### src/hdl/lrl_pkg.sv
`timescale 1ns / 1ps
// Package for the LRU recency list: default sizes, register width, operation codes
// and the control struct that is broadcast to every cell of the chain.
// No dependencies.
package lrl_pkg;

    localparam int DEPTH_DEF    = 16;
    localparam int KEY_BITS_DEF = 16;

    localparam int              CAP_W     = 5;
    localparam logic [CAP_W-1:0] CAP_RESET = 5'd16;

    localparam logic OP_ACCESS = 1'b0;
    localparam logic OP_DUMP   = 1'b1;

    typedef struct packed {
        logic update;
        logic hit;
    } cell_ctl_t;

endpackage

### src/hdl/lrl_cell.sv
`timescale 1ns / 1ps
// One position of the recency chain: holds a key, compares it with the lookup key
// and takes the key of its front neighbor when the list moves back.
// Depends on lrl_pkg.
module lrl_cell #(
    parameter int KEY_BITS = lrl_pkg::KEY_BITS_DEF
) (
    input  logic                clk,
    input  lrl_pkg::cell_ctl_t  ctl,
    input  logic                in_use,
    input  logic [KEY_BITS-1:0] lookup_key,
    input  logic [KEY_BITS-1:0] prev_key,
    input  logic                match_in,
    output logic                match,
    output logic                match_out,
    output logic [KEY_BITS-1:0] key_q
);
    import lrl_pkg::*;

    logic [KEY_BITS-1:0] key_reg;
    logic                shift;

    assign match     = in_use && (key_reg == lookup_key);
    assign match_out = match | match_in;
    // move back on a miss, or on a hit at or behind this position
    assign shift     = ctl.update & (~ctl.hit | match_out);
    assign key_q     = key_reg;

    always_ff @(posedge clk)
    begin
        if (shift)
        begin
            key_reg <= prev_key;
        end
    end

endmodule

### src/hdl/lru_recency_list.sv
`timescale 1ns / 1ps
// Top level of the LRU recency list: chain of key cells, occupancy and capacity
// registers, dump sequencer and registered result port.
// Depends on lrl_pkg and lrl_cell.
//
// Usage:
//   An item is taken when start is high and busy is low. operation selects an
//   access of key or a dump of the list. Each result appears on the result
//   ports for one cycle with done high; the receiver cannot stall it.
//   Access: one result in the cycle after the item is taken, with hit,
//   hit_position, evicted_valid/evicted_key and occupancy; last is high.
//   Accesses are taken every cycle (busy stays low); all cells compare, and
//   those that move back shift, in the same cycle.
//   Dump: one result per held key, most recent first, one per cycle; the item
//   first sets the sequencer state, then each key passes through the result
//   registers. last marks the final one. busy is high while the sequencer
//   walks the list. An empty list gives one result with listed_valid low,
//   in the cycle after the item is taken.
//   capacity is written via cfg_write/cfg_data only while idle, a rule for the user
//   that the block does not enforce; 0 acts as 1, values above DEPTH act as DEPTH.
//   Reset empties the list, sets capacity to 16 and stops any dump.
module lru_recency_list #(
    parameter int DEPTH    = lrl_pkg::DEPTH_DEF,
    parameter int KEY_BITS = lrl_pkg::KEY_BITS_DEF
) (
    input  logic                                        clk,
    input  logic                                        rst_n,
    input  logic                                        cfg_write,
    input  logic [lrl_pkg::CAP_W-1:0]                   cfg_data,
    input  logic                                        start,
    output logic                                        busy,
    input  logic                                        operation,
    input  logic [KEY_BITS-1:0]                         key,
    output logic                                        done,
    output logic                                        hit,
    output logic [((DEPTH > 1) ? $clog2(DEPTH) : 1)-1:0] hit_position,
    output logic                                        evicted_valid,
    output logic [KEY_BITS-1:0]                         evicted_key,
    output logic [$clog2(DEPTH+1)-1:0]                  occupancy,
    output logic                                        listed_valid,
    output logic [KEY_BITS-1:0]                         listed_key,
    output logic                                        last
);
    import lrl_pkg::*;

    localparam int IDX_W = (DEPTH > 1) ? $clog2(DEPTH) : 1;
    localparam int CNT_W = $clog2(DEPTH+1);
    localparam int CMP_W = (CNT_W > CAP_W) ? CNT_W : CAP_W;

    logic [CAP_W-1:0]    cap_reg;
    logic [CNT_W-1:0]    count_reg, count_next;
    logic                dumping_reg, dumping_next;
    logic [IDX_W-1:0]    dump_idx_reg, dump_idx_next;

    logic                done_reg, done_next;
    logic                hit_reg, hit_next;
    logic [IDX_W-1:0]    pos_reg, pos_next;
    logic                ev_reg, ev_next;
    logic [KEY_BITS-1:0] evkey_reg, evkey_next;
    logic [CNT_W-1:0]    occ_reg, occ_next;
    logic                lv_reg, lv_next;
    logic [KEY_BITS-1:0] lkey_reg, lkey_next;
    logic                last_reg, last_next;

    logic                accept, do_access, do_dump, list_empty, evict, lookup_hit;
    logic [CMP_W-1:0]    cap_ext, eff_cap;
    logic [CNT_W-1:0]    cnt_m1;
    logic [IDX_W-1:0]    tail_idx, hit_idx;
    logic                dump_last;
    cell_ctl_t           ctl;

    logic [DEPTH:0]      match_chain;
    logic [DEPTH-1:0]    match_vec;
    logic [KEY_BITS-1:0] key_q [DEPTH];

    assign busy       = dumping_reg;
    assign accept     = start & ~busy;
    assign do_access  = accept & (operation == OP_ACCESS);
    assign do_dump    = accept & (operation == OP_DUMP);
    assign list_empty = (count_reg == '0);

    assign match_chain[DEPTH] = 1'b0;
    assign lookup_hit         = match_chain[0];
    assign ctl.update         = do_access;
    assign ctl.hit            = lookup_hit;

    genvar gi;
    generate
        for (gi = 0; gi < DEPTH; gi++)
        begin : g_cell
            logic [KEY_BITS-1:0] prev;
            if (gi == 0)
            begin : g_front
                assign prev = key;
            end
            else
            begin : g_rest
                assign prev = key_q[gi-1];
            end
            lrl_cell #(
                .KEY_BITS (KEY_BITS)
            ) u_cell (
                .clk        (clk),
                .ctl        (ctl),
                .in_use     (CNT_W'(gi) < count_reg),
                .lookup_key (key),
                .prev_key   (prev),
                .match_in   (match_chain[gi+1]),
                .match      (match_vec[gi]),
                .match_out  (match_chain[gi]),
                .key_q      (key_q[gi])
            );
        end
    endgenerate

    always_comb
    begin
        hit_idx = '0;
        for (int i = 0; i < DEPTH; i++)
        begin
            if (match_vec[i])
            begin
                hit_idx = hit_idx | IDX_W'(i);
            end
        end
    end

    assign cap_ext  = CMP_W'(cap_reg);
    assign eff_cap  = (cap_reg == '0) ? CMP_W'(1) :
                      ((cap_ext > CMP_W'(DEPTH)) ? CMP_W'(DEPTH) : cap_ext);
    assign cnt_m1   = count_reg - CNT_W'(1);
    assign tail_idx = cnt_m1[IDX_W-1:0];
    assign evict    = ~lookup_hit & (CMP_W'(count_reg) >= eff_cap);
    assign dump_last = (dump_idx_reg == tail_idx);

    always_comb
    begin
        count_next    = count_reg;
        dumping_next  = dumping_reg;
        dump_idx_next = dump_idx_reg;
        done_next     = 1'b0;
        hit_next      = 1'b0;
        pos_next      = '0;
        ev_next       = 1'b0;
        evkey_next    = '0;
        occ_next      = count_reg;
        lv_next       = 1'b0;
        lkey_next     = '0;
        last_next     = 1'b1;

        if (dumping_reg)
        begin
            done_next     = 1'b1;
            lv_next       = 1'b1;
            lkey_next     = key_q[dump_idx_reg];
            last_next     = dump_last;
            dump_idx_next = dump_idx_reg + IDX_W'(1);
            if (dump_last)
            begin
                dumping_next = 1'b0;
            end
        end
        else if (do_access)
        begin
            done_next = 1'b1;
            hit_next  = lookup_hit;
            pos_next  = hit_idx;
            ev_next   = evict;
            if (evict)
            begin
                evkey_next = key_q[tail_idx];
            end
            if (!lookup_hit && !evict)
            begin
                count_next = count_reg + CNT_W'(1);
            end
            occ_next = count_next;
        end
        else if (do_dump)
        begin
            if (list_empty)
            begin
                done_next = 1'b1;
            end
            else
            begin
                dumping_next  = 1'b1;
                dump_idx_next = '0;
            end
        end
    end

    always_ff @(posedge clk or negedge rst_n)
    begin
        if (!rst_n)
        begin
            cap_reg     <= CAP_RESET;
            count_reg   <= '0;
            dumping_reg <= 1'b0;
            done_reg    <= 1'b0;
        end
        else
        begin
            if (cfg_write)
            begin
                cap_reg <= cfg_data;
            end
            count_reg   <= count_next;
            dumping_reg <= dumping_next;
            done_reg    <= done_next;
        end
    end

    always_ff @(posedge clk)
    begin
        dump_idx_reg <= dump_idx_next;
        if (done_next)
        begin
            hit_reg   <= hit_next;
            pos_reg   <= pos_next;
            ev_reg    <= ev_next;
            evkey_reg <= evkey_next;
            occ_reg   <= occ_next;
            lv_reg    <= lv_next;
            lkey_reg  <= lkey_next;
            last_reg  <= last_next;
        end
    end

    assign done          = done_reg;
    assign hit           = hit_reg;
    assign hit_position  = pos_reg;
    assign evicted_valid = ev_reg;
    assign evicted_key   = evkey_reg;
    assign occupancy     = occ_reg;
    assign listed_valid  = lv_reg;
    assign listed_key    = lkey_reg;
    assign last          = last_reg;

endmodule

### config.mk
export PLATFORM = sky130hd
export DESIGN_NAME = lru_recency_list
export DESIGN_NICKNAME = d
export VERILOG_FILES = /design/src/hdl/lrl_pkg.sv /design/src/hdl/lrl_cell.sv /design/src/hdl/lru_recency_list.sv
export SDC_FILE = /design/constraint.sdc
export NUM_CORES = 1
export LEC_CHECK = 0
export BUFFER_PORTS_ARGS = -buffer_cell sky130_fd_sc_hd__clkbuf_2
export CAP_MARGIN = 20
export CORE_ASPECT_RATIO = 2
export CORE_UTILIZATION = 61
export DETAILED_ROUTE_END_ITERATION = 12
export PLACE_DENSITY = 0.79
export SKIP_LAST_GASP = 1
export SYNTH_ARGS = -nofsm -noshare
export SYNTH_HDL_FRONTEND = slang
export SYNTH_HIERARCHICAL = 1
export SYNTH_SLANG_ARGS = --single-unit
### constraint.sdc
create_clock -name clk -period 10.3 [get_ports clk]
set_input_delay 1.03 -clock clk [delete_from_list [all_inputs] [get_ports clk]]
set_output_delay 1.03 -clock clk [all_outputs]
set_load 0.01 [all_outputs]
# Word-level counts from Yosys, hierarchy flattened
# Cells that the tools add are included.
dict set report totals {
  register_bits 317
  latch_bits 0
  mem_bits_rw 0
  rom_bits 0
  out_inout_bits 47
  elab_cells 192
  memories 0
}
dict set report classes {
  n_addsub 3
  n_mul 0
  div 0
  n_lt_le_gt_ge 20
  n_eq_ne 19
  shift 0
  mux 40
  bitwise 56
  n_reduce_logical 25
}
# operator count
set ops {}
lappend ops {{$eq 16x16->1} 16}
lappend ops {{$bmux 16 s4} 2}
lappend ops {{$mux 16} 4}
lappend ops {{$mux 4} 12}
lappend ops {{$lt 4x5->1 const A} 8}
lappend ops {{$or 1x1->1} 30}
lappend ops {{$mux 5} 5}
lappend ops {{$lt 3x5->1 const A} 4}
lappend ops {{$and 1x1->1} 19}
lappend ops {{$logic_and 1x1->1} 17}
lappend ops {{$mux 3} 4}
lappend ops {{$mux 1} 11}
lappend ops {{$ge 5x5->1 const B} 2}
lappend ops {{$logic_not 5->1} 2}
lappend ops {{$lt 1x5->1 const A} 2}
lappend ops {{$lt 2x5->1 const A} 2}
lappend ops {{$not 4->5} 2}
lappend ops {{$add 5x1->5 const B} 1}
lappend ops {{$ge 5x5->1} 1}
lappend ops {{$gt 5x5->1 const B} 1}
lappend ops {{$not 1->1} 5}
lappend ops {{$add 4x1->4 const B} 1}
lappend ops {{$eq 4x4->1} 1}
lappend ops {{$mux 2} 2}
lappend ops {{other kinds (7)} 9}

# Depth between registers and ports, before layout
dict set report depth {
  word_depth 24
  depth_mapped 26
  depth_no_buf 24
}

# By module
# Netlist, hierarchy kept.
# mod n_inst cells_each area_each_um2
set by_module_without_submodules {}
lappend by_module_without_submodules {lrl_cell 16 51 739.5}
lappend by_module_without_submodules {lru_recency_list 1 484 6620.1}

# Worst setup path before layout
# Ideal clock, no wire load.
dict set report synth_timing {
  kind {input to register}
  start {input key[4]}
  end {register evkey_reg[10], in the netlist evicted_key[10] (data pin)}
  setup_time_ns 0.263
  arrival_time_ns 5.101
  t_required_ns 10.037
  slack_ns 4.936
  cell_stages 24
  n_path_buf 1
  path_cell_list {xnor2_1 > nand2_1 > or4b_4 > o21bai_1 > o21bai_1 > o21bai_1 > o21bai_1 > o21bai_1 > o21bai_1 > o21bai_1 > o21bai_1 > o21bai_1 > o21bai_1 > o21bai_1 > o21bai_1 > o21bai_1 > o21bai_1 > o21bai_1 > o21bai_1 > nor2_2 > and4b_2 > o21ai_2 > buf_6 > o22ai_1}
}
dict set report synth_via {
  elab_chain_cells 21
}
# item line
set synth_lines {}
lappend synth_lines {{start: declaration} lru_recency_list.sv:33} ;# input logic [KEY_BITS-1:0] key,
lappend synth_lines {{$eq 16x16->1} lrl_cell.sv:23} ;# assign match = in_use && (key_reg == lookup_key);
lappend synth_lines {{$logic_and 1x1->1} lrl_cell.sv:23}
lappend synth_lines {{named net match_chain[15]} lru_recency_list.sv:72} ;# logic [DEPTH:0] match_chain;
lappend synth_lines {{$or 1x1->1} lrl_cell.sv:24} ;# assign match_out = match | match_in;
lappend synth_lines {{named net match_chain[14]} lru_recency_list.sv:72}
lappend synth_lines {{$or 1x1->1} lrl_cell.sv:24}
lappend synth_lines {{named net match_chain[13]} lru_recency_list.sv:72}
lappend synth_lines {{$or 1x1->1} lrl_cell.sv:24}
lappend synth_lines {{named net match_chain[12]} lru_recency_list.sv:72}
lappend synth_lines {{[1 not listed]} n/a}
lappend synth_lines {{named net match_chain[11]} lru_recency_list.sv:72}
lappend synth_lines {{[1 not listed]} n/a}
lappend synth_lines {{named net match_chain[10]} lru_recency_list.sv:72}
lappend synth_lines {{[1 not listed]} n/a}
lappend synth_lines {{named net match_chain[9]} lru_recency_list.sv:72}
lappend synth_lines {{[1 not listed]} n/a}
lappend synth_lines {{named net match_chain[8]} lru_recency_list.sv:72}
lappend synth_lines {{[1 not listed]} n/a}
lappend synth_lines {{named net match_chain[7]} lru_recency_list.sv:72}
lappend synth_lines {{[1 not listed]} n/a}
lappend synth_lines {{named net match_chain[6]} lru_recency_list.sv:72}
lappend synth_lines {{[1 not listed]} n/a}
lappend synth_lines {{named net match_chain[5]} lru_recency_list.sv:72}
lappend synth_lines {{[1 not listed]} n/a}
lappend synth_lines {{named net match_chain[4]} lru_recency_list.sv:72}
lappend synth_lines {{[1 not listed]} n/a}
lappend synth_lines {{named net match_chain[3]} lru_recency_list.sv:72}
lappend synth_lines {{[1 not listed]} n/a}
lappend synth_lines {{named net match_chain[2]} lru_recency_list.sv:72}
lappend synth_lines {{$or 1x1->1} lrl_cell.sv:24}
lappend synth_lines {{named net match_chain[1]} lru_recency_list.sv:72}
lappend synth_lines {{$or 1x1->1} lrl_cell.sv:24}
lappend synth_lines {{named net lookup_hit} lru_recency_list.sv:65} ;# logic accept, do_access, do_dump, list_empty, evict, lookup_hit;
lappend synth_lines {{$not 1->1} lru_recency_list.sv:133} ;# assign evict = ~lookup_hit & (CMP_W'(count_reg) >= eff_cap);
lappend synth_lines {{$and 1x1->1} lru_recency_list.sv:133}
lappend synth_lines {{$not 1->1 (no source line)} n/a}
lappend synth_lines {{$reduce_or 3->1 (no source line)} n/a}
lappend synth_lines {{end signal: assignment} lru_recency_list.sv:222} ;# evkey_reg <= evkey_next;
lappend synth_lines {{end: declaration} lru_recency_list.sv:59} ;# logic [KEY_BITS-1:0] evkey_reg, evkey_next;
# The timed path passes the listed nets, and every way through them passes these cells.
# A chain may end at the register's enable or synchronous reset.

# Worst setup path after layout
dict set report layout_timing {
  start {register count_reg[2]}
  end {register evkey_reg[4], in the netlist evicted_key[4] (data pin)}
}
dict set report layout_via {
  elab_chain_cells 21
}
# item line
set layout_lines {}
lappend layout_lines {{start: declaration} lru_recency_list.sv:51} ;# logic [CNT_W-1:0] count_reg, count_next;
lappend layout_lines {{start signal: assignment} lru_recency_list.sv:208} ;# count_reg <= count_next;
lappend layout_lines {{$lt 4x5->1} lru_recency_list.sv:105} ;# .in_use (CNT_W'(gi) < count_reg),
lappend layout_lines {{$logic_and 1x1->1} lrl_cell.sv:23}
lappend layout_lines {{$or 1x1->1 (*)} lrl_cell.sv:24}
lappend layout_lines {{named net match_chain[14]} lru_recency_list.sv:72}
lappend layout_lines {{$or 1x1->1 (*)} lrl_cell.sv:24}
lappend layout_lines {{named net match_chain[13]} lru_recency_list.sv:72}
lappend layout_lines {{$or 1x1->1 (*)} lrl_cell.sv:24}
lappend layout_lines {{named net match_chain[12]} lru_recency_list.sv:72}
lappend layout_lines {{[1 not listed]} n/a}
lappend layout_lines {{named net match_chain[11]} lru_recency_list.sv:72}
lappend layout_lines {{[1 not listed]} n/a}
lappend layout_lines {{named net match_chain[10]} lru_recency_list.sv:72}
lappend layout_lines {{[1 not listed]} n/a}
lappend layout_lines {{named net match_chain[9]} lru_recency_list.sv:72}
lappend layout_lines {{[1 not listed]} n/a}
lappend layout_lines {{named net match_chain[8]} lru_recency_list.sv:72}
lappend layout_lines {{[1 not listed]} n/a}
lappend layout_lines {{named net match_chain[7]} lru_recency_list.sv:72}
lappend layout_lines {{[1 not listed]} n/a}
lappend layout_lines {{named net match_chain[6]} lru_recency_list.sv:72}
lappend layout_lines {{[1 not listed]} n/a}
lappend layout_lines {{named net match_chain[5]} lru_recency_list.sv:72}
lappend layout_lines {{[1 not listed]} n/a}
lappend layout_lines {{named net match_chain[4]} lru_recency_list.sv:72}
lappend layout_lines {{[1 not listed]} n/a}
lappend layout_lines {{named net match_chain[3]} lru_recency_list.sv:72}
lappend layout_lines {{[1 not listed]} n/a}
lappend layout_lines {{named net match_chain[2]} lru_recency_list.sv:72}
lappend layout_lines {{$or 1x1->1 (*)} lrl_cell.sv:24}
lappend layout_lines {{named net match_chain[1]} lru_recency_list.sv:72}
lappend layout_lines {{$or 1x1->1 (*)} lrl_cell.sv:24}
lappend layout_lines {{named net lookup_hit} lru_recency_list.sv:65}
lappend layout_lines {{$not 1->1 (*)} lru_recency_list.sv:133}
lappend layout_lines {{$and 1x1->1 (*)} lru_recency_list.sv:133}
lappend layout_lines {{$not 1->1 (no source line) (*)} n/a}
lappend layout_lines {{$reduce_or 3->1 (no source line) (*)} n/a}
# Mark *: on every way through the listed nets, which the timed path passes. The rest lies on a longest branch. The select of a mux whose other input is x is not followed.

==> summary.txt <==
Power and ir drop
  – Pwr dens: 237.4 nW/um^2
  – Total power consumption of the routed design: 4.796 mW
  – Cell leakage power: 6.837 nW
  – Worst IR drop on VDD: 0.2328 mV

Critical path
  – Number of cells on the worst reg-to-reg path: 25
  – CP Buf/Inv Count: 1
  – Endpoint kind of the worst setup timing path: flip-flop
  – Highest net fanout along the worst path: 19
  – Top cell by count, worst path: sky130_fd_sc_hd__o21bai_1
  – CP max stage delay: ~0.73 ns
  – Data required time of the critical path: 10.57 ns
  – Register-to-register path setup slack: 3.64 ns
  – Critical path startpoint category: flip-flop
  – Crit Path Category: reg -> reg
  – Reg-to-reg critical path endpoint: evicted_key[4]
  – Kind of cell adding the most delay to the critical path: compound AO/OA/AOI/OAI gates
  – Master of the slowest instance on the critical path: sky130_fd_sc_hd__dfrtp_1
  – Signal arrival time at the worst endpoint: just under 7 ns
  – Reg-to-reg critical path startpoint: count_reg[2]

Floorplan
  – Count of standard-cell rows: 89
  – Initial core utilization: 0.6217
  – Die outline area: 30930 sq um
  – Top-level I/O count: 73
  – Core Region: 29620 sq um
  – Vertical die dimension: 247.7 um
  – Floorplan die width: roughly 120 um

Routing
  – Remaining design rule violation count: 11
  – DRT Pass-1 Iters: 9
  – Initial detailed-routing violation count: 1189
  – Wire per inst: 30.79 um
  – Count of antenna-violating nets left after detailed routing: 0
  – Via count of the routed design: 12360
  – Total Wirelength: about 54000 um
  – Via density: 7.020

Hold path
  – Path category of the worst min-delay check: in -> async

Finish
  – Filler instances: 2090
  – Most common cell after layout, fill and taps aside: sky130_fd_sc_hd__edfxtp_1
  – Area Overhead vs Synth: 9.716%
  – Number of inserted diodes: 0
  – Nets: ~1400
  – Largest register FFs: between 200 and 300
  – Layout cell share with drive strength beyond 1: 0.2292
  – Leading cell types in the layout, fill and taps excluded: sky130_fd_sc_hd__edfxtp_1, sky130_fd_sc_hd__xor2_1, sky130_fd_sc_hd__mux4_2, sky130_fd_sc_hd__nand2_1, sky130_fd_sc_hd__xnor2_1

Timing
  – Endpoints failing setup: 0
  – Worst-case clock skew: 0.01410 ns
  – Unrepaired setup endpoints after global routing: no
  – Setup TNS Final: 0 ns
  – Number of hold violations in the final report: 0
  – Pin slew with the least headroom to its limit: 1.180 ns
  – Min Clock Period, post-route: 6.663 ns
  – Final Max Slew Viols: 0
  – Peak Freq: 150.1 MHz
  – Worst rel slew slack: 0.2134
  – WHS: 0.3326 ns
  – Final worst-path cycle share: 0.6469

Clock tree
  – Clock Sink Count: ~320
  – Clock edge transition at the registers on the reported setup and hold paths: 0.07 ns
  – TritonCTS clock tree: built
  – Post-cts resize count: 0
  – Number of buffers on the longest clock path: 3
  – CTS H-tree lvls: 1
  – Number of buffers inserted by post-CTS setup repair: 0
  – Hold-fix buffers, CTS: 0
  – Source-to-sink clock delay at the later pin of the worst-skew pair: ~0.57 ns
  – CTS Root Cell: sky130_fd_sc_hd__clkbuf_16
  – CTS buffer count: 29

Synthesis
  – Post-synthesis average cell area: roughly 14 sq um
  – Number of cells produced by synthesis: 1293
  – Number of warning messages in the yosys log: 6
  – Synthesized area: 18420 sq um

Global route
  – GRT Util Overall: 0.3578
  – Antenna violations before repair: 0
  – Global-route wire length before repair: 78980 um
  – Pin count of the biggest net entering global routing: 67
  – Via count of the first global-routing pass: roughly 12000
  – Aggregate global routing overflow: 0

Run status
  – Status: finished with violations
  – Violated checks: DRC

Place
  – Number of buffers inserted by port buffering: approximately 70
  – HPWL Detailed: 39710 um
  – Last weighted congestion value of the routability-driven placer: 0.9299

Flow run
  – Max Cap Viol: 0
[how the worst max path moves through the flow]
stage | start | to | depth (start not counted)
3_5_place_dp | key[4] | evicted_key[4] | 25
5_1_grt | count_reg[2] | evicted_key[15] | 25
2_1_floorplan | key[4] | evicted_key[10] | 24
6_report | count_reg[2] | evicted_key[4] | 25
3_3_place_gp | key[4] | evicted_key[4] | 25
4_1_cts | count_reg[2] | evicted_key[4] | 25
[power by group]
group          switching, mW  total, mW  internal (mW)  leakage, nW
sequential             0.130       1.71           1.58         3.00
clock                  0.495       1.12          0.621        0.473
combinational           1.11       1.97          0.867         3.37
[routing by layer]
| metal | vias up | global-route usage | part of all wire |
|---|---|---|---|
| li1 | 5208 | - | - |
| met1 | 6166 | 0.3954 | 0.32 |
| met2 | 753 | 0.6337 | 0.52 |
| met3 | 229 | 0.03535 | 0.064 |
| met4 | 0 | 0.2866 | 0.090 |
| met5 | - | 0 | 0 |
[per-stage QoR]
stage	instances	utilization	instance area [sq um]	setup slack, ns
3_3_place_gp	1707	0.6496	19240	3.877
2_1_floorplan	1294	-	18420	4.936
3_5_place_dp	1707	0.6496	19240	3.691
6_report	1760	0.6821	20200	3.637
4_1_cts	1760	0.6821	20200	3.825
5_1_grt	1760	0.6821	20200	3.329
[final cells by class]
| class | instances | area [sq um] | area share |
|---|---|---|---|
| Clock buffer | 36 | 792.0 | 0.03920 |
| Sequential cell | 317 | 9464 | 0.4684 |
| Multi-Input combinational cell | 885 | 8602 | 0.4257 |
| Tap cell | 364 | 455.4 | 0.02254 |
| Clock inverter | 17 | 170.2 | 0.008422 |
| Timing Repair Buffer | 99 | 563.0 | 0.02787 |
| Inverter | 42 | 157.7 | 0.007803 |
[worst register-to-register path: cells and delay by family (launching register included)]
family,cells,cell delay (ns)
AO/OA/AOI/OAI,19,4.05
AND/OR/NAND/NOR,5,1.31
flip-flops,1,0.73
buffers and inverters,1,0.29
Note: power is estimated with default switching activity, not from simulation.
